## src/design/sha256_pkg.sv

```systemverilog
package sha256_pkg;

  localparam logic [31:0] HASH_INIT [8] = '{
    32'h6a09e667, 32'hbb67ae85, 32'h3c6ef372, 32'ha54ff53a,
    32'h510e527f, 32'h9b05688c, 32'h1f83d9ab, 32'h5be0cd19
  };

  localparam logic [31:0] ROUND_K [64] = '{
    32'h428a2f98, 32'h71374491, 32'hb5c0fbcf, 32'he9b5dba5,
    32'h3956c25b, 32'h59f111f1, 32'h923f82a4, 32'hab1c5ed5,
    32'hd807aa98, 32'h12835b01, 32'h243185be, 32'h550c7dc3,
    32'h72be5d74, 32'h80deb1fe, 32'h9bdc06a7, 32'hc19bf174,
    32'he49b69c1, 32'hefbe4786, 32'h0fc19dc6, 32'h240ca1cc,
    32'h2de92c6f, 32'h4a7484aa, 32'h5cb0a9dc, 32'h76f988da,
    32'h983e5152, 32'ha831c66d, 32'hb00327c8, 32'hbf597fc7,
    32'hc6e00bf3, 32'hd5a79147, 32'h06ca6351, 32'h14292967,
    32'h27b70a85, 32'h2e1b2138, 32'h4d2c6dfc, 32'h53380d13,
    32'h650a7354, 32'h766a0abb, 32'h81c2c92e, 32'h92722c85,
    32'ha2bfe8a1, 32'ha81a664b, 32'hc24b8b70, 32'hc76c51a3,
    32'hd192e819, 32'hd6990624, 32'hf40e3585, 32'h106aa070,
    32'h19a4c116, 32'h1e376c08, 32'h2748774c, 32'h34b0bcb5,
    32'h391c0cb3, 32'h4ed8aa4a, 32'h5b9cca4f, 32'h682e6ff3,
    32'h748f82ee, 32'h78a5636f, 32'h84c87814, 32'h8cc70208,
    32'h90befffa, 32'ha4506ceb, 32'hbef9a3f7, 32'hc67178f2
  };

  localparam logic [7:0] PAD_MARK = 8'h80;
  localparam logic [5:0] LEN_START = 6'd56;
  localparam logic [5:0] FILL_LAST = 6'd63;
  localparam logic [5:0] ROUND_LAST = 6'd63;
  localparam logic [2:0] WORD_LAST = 3'd7;

  function automatic logic [31:0] rotr(input logic [31:0] x, input int unsigned n);
    rotr = (x >> n) | (x << (32 - n));
  endfunction

  function automatic logic [31:0] big_sigma0(input logic [31:0] x);
    big_sigma0 = rotr(x, 2) ^ rotr(x, 13) ^ rotr(x, 22);
  endfunction

  function automatic logic [31:0] big_sigma1(input logic [31:0] x);
    big_sigma1 = rotr(x, 6) ^ rotr(x, 11) ^ rotr(x, 25);
  endfunction

  function automatic logic [31:0] small_sigma0(input logic [31:0] x);
    small_sigma0 = rotr(x, 7) ^ rotr(x, 18) ^ (x >> 3);
  endfunction

  function automatic logic [31:0] small_sigma1(input logic [31:0] x);
    small_sigma1 = rotr(x, 17) ^ rotr(x, 19) ^ (x >> 10);
  endfunction

endpackage

```

## src/design/sha256_byte_stream_hasher_top.sv

```systemverilog
// Each message byte is taken only while the block is idle (in_ready high);
// every 64th byte starts a compression of 64 rounds through the single round
// unit plus one chaining add. Closing a message pads one byte per cycle, held
// during any compression, with a pause before the length; if the length does
// not fit, a second compression comes first. A final compression follows, and
// the eight digest words go out one per cycle while out_ready is high.
// Synchronous reset loads the initial hash values and clears length and fill.
module sha256_byte_stream_hasher_top (
  input  logic        clk,
  input  logic        rst,
  input  logic        in_valid,
  output logic        in_ready,
  input  logic [7:0]  msg_byte,
  input  logic        byte_present,
  input  logic        end_of_message,
  output logic        out_valid,
  input  logic        out_ready,
  output logic [31:0] digest_word,
  output logic [2:0]  word_number,
  output logic        final_word
);
  import sha256_pkg::*;

  typedef enum logic [2:0] {
    ST_IDLE,
    ST_MARK,
    ST_ZERO,
    ST_LEN,
    ST_ROUND,
    ST_FOLD,
    ST_OUT
  } state_t;

  state_t      state;
  state_t      resume;
  logic [5:0]  fill;
  logic [63:0] bit_length;
  logic [5:0]  round;
  logic [2:0]  word_idx;
  logic [31:0] chain [8];
  logic [31:0] wv [8];
  logic [31:0] w_win [16];

  logic        in_acc;
  logic        wr_en;
  logic [7:0]  wr_byte;
  logic        wrap;
  logic [31:0] t1;
  logic [31:0] t2;
  logic [31:0] w_new;
  logic [31:0] ch;
  logic [31:0] maj;

  assign in_ready    = (state == ST_IDLE);
  assign in_acc      = in_valid && in_ready;
  assign out_valid   = (state == ST_OUT);
  assign digest_word = chain[word_idx];
  assign word_number = word_idx;
  assign final_word  = (word_idx == WORD_LAST);

  always_comb begin
    wr_en   = 1'b0;
    wr_byte = '0;
    unique case (state)
      ST_IDLE: begin
        wr_en   = in_acc && byte_present;
        wr_byte = msg_byte;
      end
      ST_MARK: begin
        wr_en   = 1'b1;
        wr_byte = PAD_MARK;
      end
      ST_ZERO: begin
        wr_en   = (fill != LEN_START);
        wr_byte = '0;
      end
      ST_LEN: begin
        wr_en   = 1'b1;
        wr_byte = bit_length[{~fill[2:0], 3'b000} +: 8];
      end
      default: begin
        wr_en   = 1'b0;
        wr_byte = '0;
      end
    endcase
  end

  assign wrap = wr_en && (fill == FILL_LAST);

  assign ch    = (wv[4] & wv[5]) ^ (~wv[4] & wv[6]);
  assign maj   = (wv[0] & wv[1]) ^ (wv[0] & wv[2]) ^ (wv[1] & wv[2]);
  assign t1    = wv[7] + big_sigma1(wv[4]) + ch + ROUND_K[round] + w_win[0];
  assign t2    = big_sigma0(wv[0]) + maj;
  assign w_new = small_sigma1(w_win[14]) + w_win[9] + small_sigma0(w_win[1]) + w_win[0];

  always_ff @(posedge clk) begin
    if (rst) begin
      state      <= ST_IDLE;
      resume     <= ST_IDLE;
      fill       <= '0;
      bit_length <= '0;
      round      <= '0;
      word_idx   <= '0;
      chain      <= HASH_INIT;
    end else begin
      if (wr_en) begin
        w_win[fill[5:2]][{~fill[1:0], 3'b000} +: 8] <= wr_byte;
        fill <= fill + 6'd1;
      end
      if (wrap) begin
        wv    <= chain;
        round <= '0;
      end
      unique case (state)
        ST_IDLE: begin
          if (in_acc) begin
            if (byte_present) begin
              bit_length <= bit_length + 64'd8;
            end
            if (wrap) begin
              state  <= ST_ROUND;
              resume <= end_of_message ? ST_MARK : ST_IDLE;
            end else if (end_of_message) begin
              state <= ST_MARK;
            end
          end
        end
        ST_MARK: begin
          state  <= wrap ? ST_ROUND : ST_ZERO;
          resume <= ST_ZERO;
        end
        ST_ZERO: begin
          if (fill == LEN_START) begin
            state <= ST_LEN;
          end else if (wrap) begin
            state  <= ST_ROUND;
            resume <= ST_ZERO;
          end
        end
        ST_LEN: begin
          if (wrap) begin
            state  <= ST_ROUND;
            resume <= ST_OUT;
          end
        end
        ST_ROUND: begin
          for (int i = 0; i < 15; i++) begin
            w_win[i] <= w_win[i + 1];
          end
          w_win[15] <= w_new;
          wv[7] <= wv[6];
          wv[6] <= wv[5];
          wv[5] <= wv[4];
          wv[4] <= wv[3] + t1;
          wv[3] <= wv[2];
          wv[2] <= wv[1];
          wv[1] <= wv[0];
          wv[0] <= t1 + t2;
          round <= round + 6'd1;
          if (round == ROUND_LAST) begin
            state <= ST_FOLD;
          end
        end
        ST_FOLD: begin
          for (int i = 0; i < 8; i++) begin
            chain[i] <= chain[i] + wv[i];
          end
          word_idx <= '0;
          state    <= resume;
        end
        ST_OUT: begin
          if (out_ready) begin
            word_idx <= word_idx + 3'd1;
            if (word_idx == WORD_LAST) begin
              chain      <= HASH_INIT;
              bit_length <= '0;
              fill       <= '0;
              state      <= ST_IDLE;
            end
          end
        end
        default: begin
          state <= ST_IDLE;
        end
      endcase
    end
  end

endmodule

```

## config.mk

```make
export PLATFORM = sky130hd
export DESIGN_NAME = sha256_byte_stream_hasher_top
export DESIGN_NICKNAME = d
export VERILOG_FILES = /design/src/design/sha256_pkg.sv /design/src/design/sha256_byte_stream_hasher_top.sv
export SDC_FILE = /design/constraint.sdc
export NUM_CORES = 2
export LEC_CHECK = 0
export BUFFER_PORTS_ARGS = -buffer_cell sky130_fd_sc_hd__buf_2
export CAP_MARGIN = 20
export CORE_ASPECT_RATIO = 1.4
export CORE_MARGIN = 8
export CORE_UTILIZATION = 50
export CTS_BUF_LIST = sky130_fd_sc_hd__clkbuf_4
export DETAILED_ROUTE_END_ITERATION = 6
export GPL_TIMING_DRIVEN = 0
export PLACE_DENSITY = 0.65
export SETUP_SLACK_MARGIN = 0.1
export SLEW_MARGIN = 20
export SYNTH_ARGS = -nofsm -noshare
export SYNTH_HDL_FRONTEND = slang
export SYNTH_SLANG_ARGS = --single-unit
```

## constraint.sdc

```tcl
create_clock -name clk -period 28.1 [get_ports clk]
set_input_delay 1.405 -clock clk [delete_from_list [all_inputs] [get_ports clk]]
set_output_delay 1.405 -clock clk [all_outputs]
set_load 0.1 [all_outputs]
```

==> results.txt <==
The peak clock frequency supported by timing came out at 0.0807 GHz. The setup path with the least slack is of type flip-flop to flip-flop. The die is 470 µm tall. Among all flip-flop cells after synthesis, the most frequent one is edfxtp_1.

The cell area after layout is ~80,000 µm². TritonCTS built the clock tree. The clock drives 1,106 sinks.

The total number of yosys warnings is 0. In this run, the number of DRC markers left after iteration 0 of detailed routing was 5,807. The worst max-slew margin expressed relative to the limit is 0.128.

The iteration count of the initial detailed-routing pass came out at 7. For this design the top-level I/O count stands at between 50 and 60. The core outline area came out at 146,000 µm².

The layout cell share with drive strength beyond 1 came out at 0.0891. Between clock sinks in the finished design, the worst skew comes to 0.126 ns. The proportion of synthesized chip area in sequential cells is 0.405. The number of pins exceeding their max-slew limit in the final report is 0. The final number of hold-violating endpoints is 0. After detailed routing, the number of remaining DRC violations is 1. IR analysis of the VDD net gives a maximum drop of 0.0472 mV.

The tree is rooted in a clkbuf_4. The number of nets in the synthesized netlist came out at between 8,000 and 9,000. The detailed-placement wirelength estimate is ~260 mm. In this run the remaining antenna-violating nets after routing total 0. The netlist area before placement is around 74,000 µm². The largest individual stage delay along the critical path comes from the cell o21ai_0.

The die covers 160,000 µm². The first-pass GRT wire length is roughly 450 mm. The routability congestion estimate from global placement is 1.05. The number of buffers between clock root and the deepest sink came out at 4. Setup violations remaining at the end of the flow were counted as 0.

The combined global-route utilization of all metal layers is 0.388. The instance count of the mapped netlist came out at 8,087. The number of setup buffers added after CTS is 0. The kind of end point of the critical path is a flip-flop.

The initial antenna violation count is 4. The detail-routed net length per standard cell is 30.1 µm. The number of nets in the final layout came out at 9,092. Hold repair after CTS inserted 0 buffers. The clock latency of the later-clocked register in the worst-skew pair is 1.35 ns.

The peak per-stage delay on the critical path came out at 0.78 ns. The total of flip-flops plus latches after synthesis came out at around 1,100. The count of distinct cell types in the synthesized netlist is 96. The via count of the first global-routing pass came out at 66,400. The checks that failed: design-rule violations. The maximum fanout along the worst path came out at 14. The library cell used most frequently in the layout, excluding fill and tap cells, is nand2_1. The worst min-delay path category is flip-flop to flip-flop.

Adding up every negative setup slack in the final design gives 0 ns. The fraction of registers with async set or reset after synthesis is 0. Clock-pin slew was measured on the worst setup and hold paths at 0.07 ns. In the finished design, the share of the clock period the worst path needs comes to 0.441. The cell row count is 166.

The cell area after placement came out at a little under 80,000 µm². For the pin with the worst max-slew slack, the measured transition is 1.31 ns. The count of flip-flops with a built-in enable after synthesis is 768. Across the run, the number of max-cap violations was 0. Relative to the synthesized area, the layout overhead comes to 9.59%. The pin count of the biggest net entering global routing is 28. Setup repair after global routing left no endpoint under its margin. The quantity of gates resized following cts is 0. The power density over cell area came out at 44.9 nW/µm². The run finished, with violations left. The time the worst path needs with I/O delays and setup came out at 12.39 ns. Input and output buffers added on the ports amount to 51. The arrival time at the worst endpoint came out at 13.43 ns. The initial core utilization came out at 0.503.

The total clock buffers created by CTS came out at 307. In this run the number of H-tree levels came out at 5. The worst endpoint required time is 29.14 ns. The mean instance size in the synthesized netlist came out at 9.10 µm². In the layout the commonest cells are 2,051 x nand2_1, 768 x edfxtp_1, 447 x nor2_1, 445 x clkbuf_4, 429 x o21ai_0.

STA classifies the critical path startpoint as a flip-flop. Summing over every cut layer, the via total after detailed routing is approximately 65,000. The overall overflow remaining after global route is 0.

The filler cell count came out at 13,600. The total detailed-routing wirelength came out at 320 mm. The die extent in x is 340 µm. Using the TritonRoute via totals, the vias-per-cell ratio works out to 6.15.

For this design the static power due to leakage is 34.4 nW.
-- synthesized netlist by cell type, drive strengths merged, types with 26 or more instances --
library cell / count / share of area
nand2: 2051 / 0.10
edfxtp: 768 / 0.31
o21ai: 502 / 0.034
nor2: 449 / 0.023
a21oi: 404 / 0.028
ha: 398 / 0.068
inv: 392 / 0.020
clkbuf: 388 / 0.020
xnor2: 375 / 0.045
dfxtp: 338 / 0.092
xor2: 222 / 0.026
fa: 195 / 0.053
a21o: 189 / 0.019
nand3: 118 / 0.0081
o22ai: 96 / 0.0082
nor3: 80 / 0.0054
mux4: 78 / 0.024
a31oi: 63 / 0.0059
a22oi: 62 / 0.0063
mux2i: 60 / 0.0082
a211oi: 59 / 0.0062
and3: 59 / 0.0050
nor2b: 49 / 0.0042
nand4: 47 / 0.0040
o21a: 47 / 0.0048
o21bai: 47 / 0.0048
o31ai: 47 / 0.0051
mux2: 43 / 0.0066
nand2b: 41 / 0.0035
or3: 41 / 0.0035
buf: 36 / 0.0019
o211ai: 36 / 0.0037
and2: 26 / 0.0022
-- cell families (layout without fill, tap and decap cells) --
family          after synthesis  in the layout  share of synthesized area
compound gates             1739           1739                      0.149
xor+xnor                    598            598                     0.0714
fa+ha+maj                   598            598                      0.121
buf+inv                     821           1428                     0.0419
flops                      1106           1106                      0.405
mux                         181            181                     0.0386
other cells                   0              3                          0
simple gates               3044           3044                      0.172
-- where the power goes --
| part | total, mW | internal, mW | switching, mW |
|---|---|---|---|
| registers | 1.76 | 1.76 | 0.00746 |
| clock network | 1.48 | 0.741 | 0.743 |
| logic | 0.368 | 0.115 | 0.254 |
| total | 3.62 | 2.61 | 1.00 |
-- final timing paths --
check                          from                    end  slack, ns  cells after the start
max           round[1]$_SDFFE_PP0N_      wv[255]$_DFFE_PP_      15.71                     35
min          w_win[10][8]$_DFFE_PP_  w_win[9][8]$_DFFE_PP_       0.47                      2
max reg2reg   round[1]$_SDFFE_PP0N_      wv[255]$_DFFE_PP_      15.71                     35
min reg2reg  w_win[10][8]$_DFFE_PP_  w_win[9][8]$_DFFE_PP_       0.47                      2
-- sequential cells by signal, summed over array words and instances (netlist names) --
register,count
w_win,512
chain,256
wv,256
bit_length,61
fill,6
round,6
resume,3
state,3
word_number,3
-- layer usage --
metal / global-route usage / vias up / wire length (µm)
li1: - / 29200 / -
met1: 0.361 / 31500 / 99000
met2: 0.671 / 3346 / 156000
met3: 0.0761 / 1372 / 21400
met4: 0.432 / 0 / 43800
met5: 0 / - / 0
-- layout make-up --
type                    instances  area [µm²]  share of cell area
multi-input cells            6160       40800               0.505
repair buffers                 89         815              0.0101
clock inverters                73         337             0.00417
flip-flops and latches       1106       29800               0.370
inverters                     397        1490              0.0185
clock buffers                 445        3340              0.0414
well taps                    1932        2420              0.0300
plain buffers                 424        1630              0.0202
diodes                          3        7.51           0.0000931
-- worst max-delay path, delay by kind of cell, from the launching register on --
family | cells | cell delay [ns]
AND/OR/NAND/NOR | 6 | 1.90
AO/OA/AOI/OAI | 14 | 4.35
adder cells (fa/ha/maj) | 6 | 2.54
buffers and inverters | 6 | 1.92
XOR/XNOR | 3 | 0.83
flip-flops | 1 | 0.60
-- metrics by stage --
step / std cells / util / hold slack [ns] / setup WS, ns / total power [mW]
final: 10600 / 0.551 / 0.473 / 15.71 / 3.62
after global routing: 10600 / 0.551 / 0.487 / 15.41 / 3.73
after detailed placement: 10100 / 0.526 / 0.471 / 15.99 / 2.16
after floorplan: 8087 / - / 0.440 / 14.35 / 2.03
after global placement: 10100 / 0.521 / 0.463 / 5.41 / 2.15
after CTS: 10600 / 0.551 / 0.435 / 16.01 / 3.62
Note: power is estimated with default switching activity, not from simulation.
